### src/rtl/vcm_pkg.sv
// Shared constants, codes and state encoding for the voltage channel monitor.
// No dependencies; imported by voltage_channel_monitor.
`default_nettype none

package vcm_pkg;

  // Field widths
  localparam int ADC_W  = 12;  // ADC reading and offset, mV
  localparam int Q_W    = 16;  // Q8.8 ratio and inverse gain
  localparam int Q_FRAC = 8;   // fraction bits of a Q8.8 value
  localparam int V_W    = 20;  // converted voltage, signed
  localparam int EXT_W  = 21;  // min/max seen, signed
  localparam int RMS_W  = 19;
  localparam int CNT_W  = 32;
  localparam int CFG_W  = 20;  // widest register
  localparam int IDX_W  = 3;

  // History window; must be a power of two (the mean is a shift)
  localparam int HISTORY_DEPTH = 16;
  localparam int SLOT_W        = $clog2(HISTORY_DEPTH);

  // Conversion datapath
  localparam int PROD_W = ADC_W + 2 * Q_W;   // |d| * ratio * gain
  localparam int MAG_W  = PROD_W - 2 * Q_FRAC; // magnitude after the Q shift
  localparam int CV_W   = MAG_W + 1;         // signed converted value
  localparam int MB_W   = (Q_W > V_W) ? Q_W : V_W; // serial multiplier operand

  // Sum of squares and root
  localparam int SUM_W    = 2 * V_W - 1 + SLOT_W;
  localparam int RAD_W    = SUM_W - SLOT_W;
  localparam int ROOT_W   = (RAD_W + 1) / 2;
  localparam int RAD_PAD  = 2 * ROOT_W;
  localparam int REM_W    = ROOT_W + 3;
  localparam int STEP_W   = $clog2(ROOT_W);
  localparam int RMS_MAX  = 2 ** RMS_W - 1;

  // Threshold products (20*v, 19*hi, 21*lo)
  localparam int TH_W = V_W + 6;

  // Rounding constants, half away from zero on the magnitude
  localparam logic [PROD_W-1:0] RND_DIV = PROD_W'(1) << (2 * Q_FRAC - 1);
  localparam logic [PROD_W-1:0] RND_ISO = PROD_W'(1) << (Q_FRAC - 1);

  // Register reset values
  localparam logic [Q_W-1:0]          RATIO_RESET   = Q_W'(7680);
  localparam logic [Q_W-1:0]          GAIN_RESET    = Q_W'(256);
  localparam logic signed [V_W-1:0]   MAX_LIM_RESET = V_W'(100000);
  localparam logic signed [EXT_W-1:0] LOWEST_RESET  = EXT_W'(1000000);
  localparam logic signed [EXT_W-1:0] HIGHEST_RESET = -EXT_W'(1000000);

  typedef enum logic [1:0] {
    SENSOR_DIVIDER      = 2'd0,
    SENSOR_ISOLATION    = 2'd1,
    SENSOR_DIFFERENTIAL = 2'd2,
    SENSOR_DIRECT       = 2'd3
  } sensor_t;

  typedef enum logic [IDX_W-1:0] {
    REG_SENSOR_TYPE = 3'd0,
    REG_OFFSET      = 3'd1,
    REG_RATIO       = 3'd2,
    REG_INV_GAIN    = 3'd3,
    REG_MIN_LIMIT   = 3'd4,
    REG_MAX_LIMIT   = 3'd5
  } reg_index_t;

  typedef enum logic [3:0] {
    ST_IDLE,
    ST_MUL_RATIO,
    ST_MUL_GAIN,
    ST_MUL_ISO,
    ST_CHECK,
    ST_SQ_OLD,
    ST_SQ_NEW,
    ST_SQRT,
    ST_DONE
  } state_t;

endpackage

`default_nettype wire

### src/rtl/voltage_channel_monitor.sv
// Voltage channel monitor: conversion, limit checking, windowed RMS and statistics.
// Depends on vcm_pkg (widths, codes, state encoding).
`default_nettype none

// One sensor channel. Each item is an ADC reading in mV (or an ADC error mark)
// and gives exactly one result. The reading is converted by sensor type:
// divider and differential apply (adc - offset) * ratio * inverse gain in Q8.8,
// isolation applies (adc - offset) * inverse gain, direct passes the reading,
// the magnitude rounded half away from zero. An ADC error or a voltage outside
// [min_limit_mv, max_limit_mv] raises fault and bumps the fault count; the
// reported voltage is then saturated to 20 bits (0 on ADC error) and nothing
// else moves. A good reading clears fault, sets over/under against 95 % and
// 105 % of the limits, enters a 16-deep history and its sum of squares, and
// updates peak, min, max and the good count; rms_mv is then recomputed as
// floor(sqrt(sum / 16)), saturated to 19 bits. Counters stick at all ones.
// Timing: one item at a time. The conversion and square multiplies go through
// one shift-and-add unit that retires one bit of its multiplier per cycle and
// stops when that operand runs out; the root is found two radicand bits per
// cycle. A faulted item passes acceptance, any conversion and the check before
// its result; a good one also forms the squares of the leaving and the new
// sample and the root before the hand-over.
// in_ready is high only while idle; the result sits in an output register, so
// a new item is taken while the previous result still waits for out_ready.
// Configuration writes take effect at once and are meant for idle periods.
module voltage_channel_monitor import vcm_pkg::*; (
  input  wire logic                     clk,
  input  wire logic                     rst,
  // configuration
  input  wire logic                     cfg_we,
  input  wire logic [IDX_W-1:0]         cfg_index,
  input  wire logic [CFG_W-1:0]         cfg_data,
  // input items
  input  wire logic                     in_valid,
  output logic                          in_ready,
  input  wire logic [ADC_W-1:0]         adc_mv,
  input  wire logic                     adc_error,
  // result items
  output logic                          out_valid,
  input  wire logic                     out_ready,
  output logic signed [V_W-1:0]         voltage_mv,
  output logic [RMS_W-1:0]              rms_mv,
  output logic signed [V_W-1:0]         peak_mv,
  output logic signed [EXT_W-1:0]       min_seen_mv,
  output logic signed [EXT_W-1:0]       max_seen_mv,
  output logic                          over_flag,
  output logic                          under_flag,
  output logic                          fault_flag,
  output logic                          valid_flag,
  output logic [CNT_W-1:0]              fault_total,
  output logic [CNT_W-1:0]              reading_total
);

  function automatic logic [EXT_W-1:0] abs_ext(input logic signed [V_W-1:0] x);
    logic signed [EXT_W-1:0] xe;
    xe = EXT_W'(x);
    return xe[EXT_W-1] ? $unsigned(-xe) : $unsigned(xe);
  endfunction

  // ---------------------------------------------------------------- registers
  state_t state, state_next;

  // configuration
  sensor_t                 sensor_type;
  logic [ADC_W-1:0]        offset_mv;
  logic [Q_W-1:0]          divider_ratio_q8;
  logic [Q_W-1:0]          inverse_gain_q8;
  logic signed [V_W-1:0]   min_limit_mv;
  logic signed [V_W-1:0]   max_limit_mv;

  // per-item working registers
  logic                    err_l;
  logic                    neg;
  logic [PROD_W-1:0]       mul_a;
  logic [MB_W-1:0]         mul_b;
  logic [PROD_W-1:0]       acc;
  logic signed [CV_W-1:0]  conv_v;
  logic [MB_W-1:0]         new_mag;
  logic signed [V_W-1:0]   res_v;
  logic [RAD_PAD-1:0]      rad;
  logic [REM_W-1:0]        rem;
  logic [ROOT_W-1:0]       root;
  logic [STEP_W-1:0]       sq_step;

  // channel state
  logic signed [V_W-1:0]   hist [HISTORY_DEPTH];
  logic [SLOT_W-1:0]       write_slot;
  logic [SUM_W-1:0]        square_sum;
  logic signed [V_W-1:0]   peak_value;
  logic signed [EXT_W-1:0] lowest_seen;
  logic signed [EXT_W-1:0] highest_seen;
  logic [CNT_W-1:0]        fail_count;
  logic [CNT_W-1:0]        good_count;
  logic                    over_bit, under_bit, fault_bit, valid_bit;
  logic [RMS_W-1:0]        rms;

  // ---------------------------------------------------------- datapath terms
  logic signed [ADC_W:0]   diff;
  logic [ADC_W:0]          diff_abs;
  logic [PROD_W-1:0]       mul_sum;
  logic                    mul_done;
  logic [MAG_W-1:0]        mag_sel;
  logic signed [CV_W-1:0]  mag_s;
  logic signed [CV_W-1:0]  conv_next;
  logic signed [CV_W-1:0]  lo_x, hi_x;
  logic                    out_of_range;
  logic                    sat_hit;
  logic signed [V_W-1:0]   v20, v_sat;
  logic signed [TH_W-1:0]  v_t, hi_t, lo_t, v_x20, hi_x19, lo_x21;
  logic                    over_now, under_now;
  logic [EXT_W-1:0]        v_mag, pk_mag, old_mag;
  logic signed [EXT_W-1:0] v21;
  logic [SUM_W-1:0]        sum_next;
  logic [REM_W-1:0]        rem_sh, trial;
  logic                    root_ge;
  logic [ROOT_W-1:0]       root_next;
  logic                    out_load;

  assign diff     = $signed({1'b0, adc_mv}) - $signed({1'b0, offset_mv});
  assign diff_abs = diff[ADC_W] ? $unsigned(-diff) : $unsigned(diff);

  // shift-and-add: one multiplier bit per cycle
  assign mul_sum  = acc + (mul_b[0] ? mul_a : '0);
  assign mul_done = (mul_b == '0);

  assign mag_sel   = (state == ST_MUL_GAIN) ? acc[2*Q_FRAC +: MAG_W] : acc[Q_FRAC +: MAG_W];
  assign mag_s     = $signed({1'b0, mag_sel});
  assign conv_next = neg ? -mag_s : mag_s;

  // limit check on the full-width converted value
  assign lo_x         = CV_W'(min_limit_mv);
  assign hi_x         = CV_W'(max_limit_mv);
  assign out_of_range = err_l || (conv_v < lo_x) || (conv_v > hi_x);
  assign sat_hit      = (conv_v[CV_W-1:V_W-1] != '0) && (conv_v[CV_W-1:V_W-1] != '1);
  assign v20          = conv_v[V_W-1:0];
  assign v_sat        = sat_hit ? {conv_v[CV_W-1], {(V_W-1){~conv_v[CV_W-1]}}} : v20;

  // exact 95 % / 105 % tests: 20*v > 19*hi, 20*v < 21*lo
  assign v_t       = TH_W'(v20);
  assign hi_t      = TH_W'(max_limit_mv);
  assign lo_t      = TH_W'(min_limit_mv);
  assign v_x20     = (v_t <<< 4) + (v_t <<< 2);
  assign hi_x19    = (hi_t <<< 4) + (hi_t <<< 1) + hi_t;
  assign lo_x21    = (lo_t <<< 4) + (lo_t <<< 2) + lo_t;
  assign over_now  = v_x20 > hi_x19;
  assign under_now = v_x20 < lo_x21;

  assign v_mag   = abs_ext(v20);
  assign pk_mag  = abs_ext(peak_value);
  assign old_mag = abs_ext(hist[write_slot]);
  assign v21     = EXT_W'(v20);

  assign sum_next = square_sum + acc[SUM_W-1:0];

  // restoring square root, two radicand bits per step
  assign rem_sh    = {rem[REM_W-3:0], rad[RAD_PAD-1 -: 2]};
  assign trial     = {1'b0, root, 2'b01};
  assign root_ge   = rem_sh >= trial;
  assign root_next = {root[ROOT_W-2:0], root_ge};

  // ------------------------------------------------------------ control FSM
  always_ff @(posedge clk) begin
    if (rst) begin
      state <= ST_IDLE;
    end else begin
      state <= state_next;
    end
  end

  always_comb begin
    state_next = state;
    in_ready   = 1'b0;
    out_load   = 1'b0;
    unique case (state)
      ST_IDLE: begin
        in_ready = 1'b1;
        if (in_valid) begin
          if (adc_error) begin
            state_next = ST_CHECK;
          end else begin
            unique case (sensor_type)
              SENSOR_DIVIDER, SENSOR_DIFFERENTIAL: state_next = ST_MUL_RATIO;
              SENSOR_ISOLATION:                    state_next = ST_MUL_ISO;
              SENSOR_DIRECT:                       state_next = ST_CHECK;
            endcase
          end
        end
      end
      ST_MUL_RATIO: if (mul_done) state_next = ST_MUL_GAIN;
      ST_MUL_GAIN:  if (mul_done) state_next = ST_CHECK;
      ST_MUL_ISO:   if (mul_done) state_next = ST_CHECK;
      ST_CHECK:     state_next = out_of_range ? ST_DONE : ST_SQ_OLD;
      ST_SQ_OLD:    if (mul_done) state_next = ST_SQ_NEW;
      ST_SQ_NEW:    if (mul_done) state_next = ST_SQRT;
      ST_SQRT:      if (sq_step == STEP_W'(ROOT_W - 1)) state_next = ST_DONE;
      ST_DONE: begin
        if (!out_valid || out_ready) begin
          out_load   = 1'b1;
          state_next = ST_IDLE;
        end
      end
      default: state_next = ST_IDLE;
    endcase
  end

  // ---------------------------------------------------------- configuration
  always_ff @(posedge clk) begin
    if (rst) begin
      sensor_type      <= SENSOR_DIVIDER;
      offset_mv        <= '0;
      divider_ratio_q8 <= RATIO_RESET;
      inverse_gain_q8  <= GAIN_RESET;
      min_limit_mv     <= '0;
      max_limit_mv     <= MAX_LIM_RESET;
    end else if (cfg_we) begin
      case (cfg_index)
        REG_SENSOR_TYPE: sensor_type      <= sensor_t'(cfg_data[1:0]);
        REG_OFFSET:      offset_mv        <= cfg_data[ADC_W-1:0];
        REG_RATIO:       divider_ratio_q8 <= cfg_data[Q_W-1:0];
        REG_INV_GAIN:    inverse_gain_q8  <= cfg_data[Q_W-1:0];
        REG_MIN_LIMIT:   min_limit_mv     <= $signed(cfg_data[V_W-1:0]);
        REG_MAX_LIMIT:   max_limit_mv     <= $signed(cfg_data[V_W-1:0]);
        default: ;  // unmapped index: write dropped
      endcase
    end
  end

  // --------------------------------------------------- per-item working data
  always_ff @(posedge clk) begin
    unique case (state)
      ST_IDLE: begin
        if (in_valid) begin
          err_l  <= adc_error;
          neg    <= diff[ADC_W];
          acc    <= '0;
          mul_b  <= MB_W'(diff_abs[ADC_W-1:0]);
          conv_v <= '0;
          if (!adc_error) begin
            unique case (sensor_type)
              SENSOR_DIVIDER, SENSOR_DIFFERENTIAL: mul_a <= PROD_W'(divider_ratio_q8);
              SENSOR_ISOLATION: begin
                mul_a <= PROD_W'(inverse_gain_q8);
                acc   <= RND_ISO;
              end
              SENSOR_DIRECT: conv_v <= CV_W'($signed({1'b0, adc_mv}));
            endcase
          end
        end
      end
      ST_MUL_RATIO: begin
        if (mul_done) begin
          // |d| * ratio becomes the multiplicand for the gain pass
          mul_a <= acc;
          mul_b <= MB_W'(inverse_gain_q8);
          acc   <= RND_DIV;
        end else begin
          acc   <= mul_sum;
          mul_a <= mul_a << 1;
          mul_b <= mul_b >> 1;
        end
      end
      ST_MUL_GAIN, ST_MUL_ISO: begin
        if (mul_done) begin
          conv_v <= conv_next;
        end else begin
          acc   <= mul_sum;
          mul_a <= mul_a << 1;
          mul_b <= mul_b >> 1;
        end
      end
      ST_CHECK: begin
        res_v <= out_of_range ? v_sat : v20;
        // square of the sample leaving the window first
        mul_a   <= PROD_W'(old_mag);
        mul_b   <= old_mag[MB_W-1:0];
        acc     <= '0;
        new_mag <= v_mag[MB_W-1:0];
      end
      ST_SQ_OLD: begin
        if (mul_done) begin
          mul_a <= PROD_W'(new_mag);
          mul_b <= new_mag;
          acc   <= '0;
        end else begin
          acc   <= mul_sum;
          mul_a <= mul_a << 1;
          mul_b <= mul_b >> 1;
        end
      end
      ST_SQ_NEW: begin
        if (mul_done) begin
          rad     <= RAD_PAD'(sum_next[SUM_W-1:SLOT_W]);
          rem     <= '0;
          root    <= '0;
          sq_step <= '0;
        end else begin
          acc   <= mul_sum;
          mul_a <= mul_a << 1;
          mul_b <= mul_b >> 1;
        end
      end
      ST_SQRT: begin
        rem     <= root_ge ? rem_sh - trial : rem_sh;
        root    <= root_next;
        rad     <= rad << 2;
        sq_step <= sq_step + STEP_W'(1);
      end
      ST_DONE: ;
      default: ;
    endcase
  end

  // ------------------------------------------------------------ channel state
  always_ff @(posedge clk) begin
    if (rst) begin
      for (int i = 0; i < HISTORY_DEPTH; i++) begin
        hist[i] <= '0;
      end
      write_slot   <= '0;
      square_sum   <= '0;
      peak_value   <= '0;
      lowest_seen  <= LOWEST_RESET;
      highest_seen <= HIGHEST_RESET;
      fail_count   <= '0;
      good_count   <= '0;
      over_bit     <= 1'b0;
      under_bit    <= 1'b0;
      fault_bit    <= 1'b0;
      valid_bit    <= 1'b0;
      rms          <= '0;
    end else begin
      if (state == ST_CHECK) begin
        if (out_of_range) begin
          fault_bit <= 1'b1;
          if (fail_count != '1) fail_count <= fail_count + CNT_W'(1);
        end else begin
          fault_bit <= 1'b0;
          valid_bit <= 1'b1;
          over_bit  <= over_now;
          under_bit <= under_now;
          hist[write_slot] <= v20;
          write_slot <= write_slot + SLOT_W'(1);
          if (v_mag > pk_mag)      peak_value   <= v20;
          if (v21 < lowest_seen)   lowest_seen  <= v21;
          if (v21 > highest_seen)  highest_seen <= v21;
          if (good_count != '1) good_count <= good_count + CNT_W'(1);
        end
      end
      // sum of squares: drop the old sample, then add the new one
      if (state == ST_SQ_OLD && mul_done) square_sum <= square_sum - acc[SUM_W-1:0];
      if (state == ST_SQ_NEW && mul_done) square_sum <= sum_next;
      if (state == ST_SQRT && sq_step == STEP_W'(ROOT_W - 1)) begin
        rms <= (root_next > ROOT_W'(RMS_MAX)) ? '1 : root_next[RMS_W-1:0];
      end
    end
  end

  // ------------------------------------------------------------ result register
  always_ff @(posedge clk) begin
    if (rst) begin
      out_valid <= 1'b0;
    end else if (out_load) begin
      out_valid <= 1'b1;
    end else if (out_ready) begin
      out_valid <= 1'b0;
    end
  end

  always_ff @(posedge clk) begin
    if (out_load) begin
      voltage_mv    <= res_v;
      rms_mv        <= rms;
      peak_mv       <= peak_value;
      min_seen_mv   <= lowest_seen;
      max_seen_mv   <= highest_seen;
      over_flag     <= over_bit;
      under_flag    <= under_bit;
      fault_flag    <= fault_bit;
      valid_flag    <= valid_bit;
      fault_total   <= fail_count;
      reading_total <= good_count;
    end
  end

endmodule

`default_nettype wire
### config.mk
export PLATFORM = sky130hd
export DESIGN_NAME = voltage_channel_monitor
export DESIGN_NICKNAME = d
export VERILOG_FILES = /design/src/rtl/vcm_pkg.sv /design/src/rtl/voltage_channel_monitor.sv
export SDC_FILE = /design/constraint.sdc
export NUM_CORES = 2
export LEC_CHECK = 0
export BUFFER_PORTS_ARGS = -buffer_cell sky130_fd_sc_hd__buf_4
export CORE_UTILIZATION = 40
export DETAILED_ROUTE_END_ITERATION = 8
export REMOVE_ABC_BUFFERS = 1
export SLEW_MARGIN = 30
export SYNTH_ARGS = -nofsm -noshare
export SYNTH_HDL_FRONTEND = slang
export SYNTH_SLANG_ARGS = --single-unit
### constraint.sdc
create_clock -name clk -period 19.4 [get_ports clk]
set_input_delay 0.97 -clock clk [delete_from_list [all_inputs] [get_ports clk]]
set_output_delay 0.97 -clock clk [all_outputs]
set_load 0.03 [all_outputs]
==> impl_results.md <==
* WHS Path Cells at 0
* Reg2Reg Setup Slack at 13.61 ns
* Synth top area share at 38.0%
* CTS Buf Count at 116
* RSZ-0062 raised after global routing: false
* Setup violators final at 0
* Max-cap violation count at 0
* DRT Wirelength at 180000 µm
* Sink Count at 1045
* Most frequent cells in the layout: 874 x nor2_1, 754 x edfxtp_1, 548 x nand2_1
* Slew Limit Fails at 0
* Final hold vios at 0
* Fmax at 0.173 GHz
* Layout cells sized above 1 at 11.2%
* DP HPWL at 128000 µm
* Final Hold Slack at 0.404 ns
* IO Count at 212
* Vias in the first global route at 44.0k
* Final Cycle Share at 29.8%
* Die width at 388 µm
* Largest net degree at the start of global routing at 171
* First-pass GRT wire length at 273000 µm
* Leak pwr at 25.3 nW
* Worst-Margin Slew at 0.976 ns
* Register area share after synthesis at 47.8%
* Setup TNS at 0 ns
* Total Routing Usage GR at 23.6%
* Mapped Area at 0.0596 mm²
* Area grow syn2layout at 13.0%
* Post-synthesis async set-or-reset flop share at 0%
* Final min period at 5.79 ns
* Vias per cell at 5.66
* IO Port Bufs at 211
* Post-CTS setup buffers at 0
* Hold Crit Class: register to register
* Ys Warns at 0
* Worst skew pair latency at 0.79 ns
* DRT iter0 DRCs at 3804
* Synth cell types at 95
* Site Rows at 141
* Core area at 0.148 mm²
* Critical Path RT at 19.86 ns
* Reg-to-Reg Start: conv_v[3]$_DFFE_PP_
* Worst VDD drop at 0.000101 V
* Crit Path Class: register to register
* CP arrival at 6.25 ns
* Cts hold-fix bufs at 0
* CTS tree: yes
* Fin nets at 6455
* Most common flop cell mapped by yosys: edfxtp_1
* Synth area leader: edfxtp_1
* Post-CTS resize count at 0
* # H-tree levels at 3
* DRC Markers at 0
* Reg2Reg Depth at 14
* Wire length per cell at 22.5 µm
* Critical Path Source Type: register
* Power Density at 129 mW/mm²
* DR pass1 iterations at 6
* Critical Path End Type: register
* Die area at 0.150 mm²
* Mapped Cells at 5851
* Initial antenna violation count at 3
* FF+latch count, synth at 1045
* Min-delay src: under_bit$_SDFFE_PP0P_
* Clk_skew at 0.0710 ns
* CP max FO at 81
* Worst slew margin at 35.0%
* Status: finished clean
* Worst-path clk slew at 0.06 ns
* Core Util, Final at 45.5%
* Hold Crit Endpoint: under_flag$_DFFE_PP_
* Max Root-Sink Buffers at 3
* Antenna viol nets, final at 0
* GR Overflow Total at 0
* Root Buffer: clkbuf_16
* GPL Wtd Cong at 0.940
* Vias at 45.3k
* Die height at 388 µm
* Most common cell after layout, fill and taps aside: nor2_1
* Number of synthesized flops with an enable pin at 754
* Avg Synthesized Cell Area at 10.2 µm²
* FF-to-FF End: hist[3][19]$_SDFFCE_PN0P_
* Initial Utilization at 40.3%
* Top cells by area, synth: edfxtp_1 38%, dfxtp_1 9.8%, ha_1 8.5%
## metal layers
layer  wire, µm  up-vias  global-route usage, %
li1           -    21400                      -
met1      76600    22100                   31.4
met2      84500     1534                   38.6
met3      12300      303                   3.72
met4       7030        0                   9.13
met5          0        -                      0
## area by class of cell
| class | count | area (µm²) |
|---|---|---|
| diodes | 1 | 2.50 |
| clock buffers | 159 | 3260 |
| clock inverters | 62 | 746 |
| fillers | 13900 | 80500 |
| inverters | 284 | 1070 |
| multi-input cells | 4222 | 29000 |
| flip-flops and latches | 1045 | 28500 |
| well taps | 1930 | 2410 |
| repair buffers | 299 | 2310 |
## cells by family (layout without fill, tap and decap cells)
group | Yosys count | count (layout) | share of synthesized area (%)
simple gates | 2060 | 2060 | 15.4
compound gates | 1221 | 1221 | 13.4
other cells | 1 | 2 | 0.00630
flops | 1045 | 1045 | 47.8
fa+ha+maj | 446 | 446 | 9.87
mux | 193 | 193 | 5.32
buf+inv | 584 | 804 | 3.81
xor+xnor | 301 | 301 | 4.43
## critical path: stages, from the launching register on
cell	delay [ns]
edfxtp_1	0.98
ha_1	0.39
a21oi_1	0.14
nor2b_1	0.07
o311ai_0	0.33
o211ai_1	0.14
a2111oi_0	0.60
o21a_1	0.21
o31a_1	0.20
o211ai_1	0.11
buf_4	0.34
or3_2	0.47
buf_4	0.39
o21ai_2	0.69
buf_4	0.34
## worst max path at each step
stage / depth (start not counted) / end / startpoint
2_1_floorplan: 2 / fault_flag$_DFFE_PP_ / out_ready
3_3_place_gp: 14 / hist[11][19]$_SDFFCE_PN0P_ / conv_v[3]$_DFFE_PP_
3_5_place_dp: 14 / hist[3][2]$_SDFFCE_PN0P_ / conv_v[3]$_DFFE_PP_
4_1_cts: 14 / hist[3][4]$_SDFFCE_PN0P_ / conv_v[3]$_DFFE_PP_
5_1_grt: 14 / hist[3][4]$_SDFFCE_PN0P_ / conv_v[3]$_DFFE_PP_
6_report: 14 / hist[3][19]$_SDFFCE_PN0P_ / conv_v[3]$_DFFE_PP_
## registers in the layout, indices dropped and copies added (netlist names), 29 cells and up, named ones only
register       flops
mul_a             44
fault_total       32
rad               40
reading_total     32
hist             320
acc               44
square_sum        43
good_count        32
conv_v            29
fail_count        32
## power by group
| part | internal, mW | switching (mW) | leakage [nW] |
|---|---|---|---|
| clock | 1.31 | 0.984 | 1.90 |
| sequential | 2.79 | 0.271 | 9.63 |
| combinational | 1.21 | 2.10 | 13.8 |
| total | 5.31 | 3.36 | 25.3 |
## Yosys cell counts (19+ instances only)
cell / number
nor2_1: 877
edfxtp_1: 754
nand2_1: 550
a21oi_1: 419
ha_1: 406
dfxtp_1: 291
inv_1: 281
clkbuf_1: 251
xnor2_1: 199
o21ai_0: 196
a21o_1: 120
nor3_1: 112
xor2_1: 102
mux4_2: 98
nand3_1: 91
mux2i_1: 89
and2_1: 69
nand4_1: 69
nor2b_1: 52
o21bai_1: 51
a211oi_1: 48
a31oi_1: 47
nor4_1: 47
nand2b_1: 46
fa_1: 40
or3_1: 39
and3_1: 38
o31ai_1: 36
a22o_1: 30
o211ai_1: 25
o221ai_1: 25
o21a_1: 24
a311oi_1: 23
buf_2: 22
a221o_1: 19
## through the flow
step	cell area, µm²	total power, mW	worst slack (ns)	instances
4_1_cts	67300	8.66	13.61	7999
2_1_floorplan	58400	5.27	10.15	5551
3_5_place_dp	63200	6.35	13.65	7778
3_3_place_gp	63200	6.29	13.39	7777
6_report	67300	8.67	13.61	8002
5_1_grt	67300	9.14	13.22	8002
(Power assumes the default switching activity.)
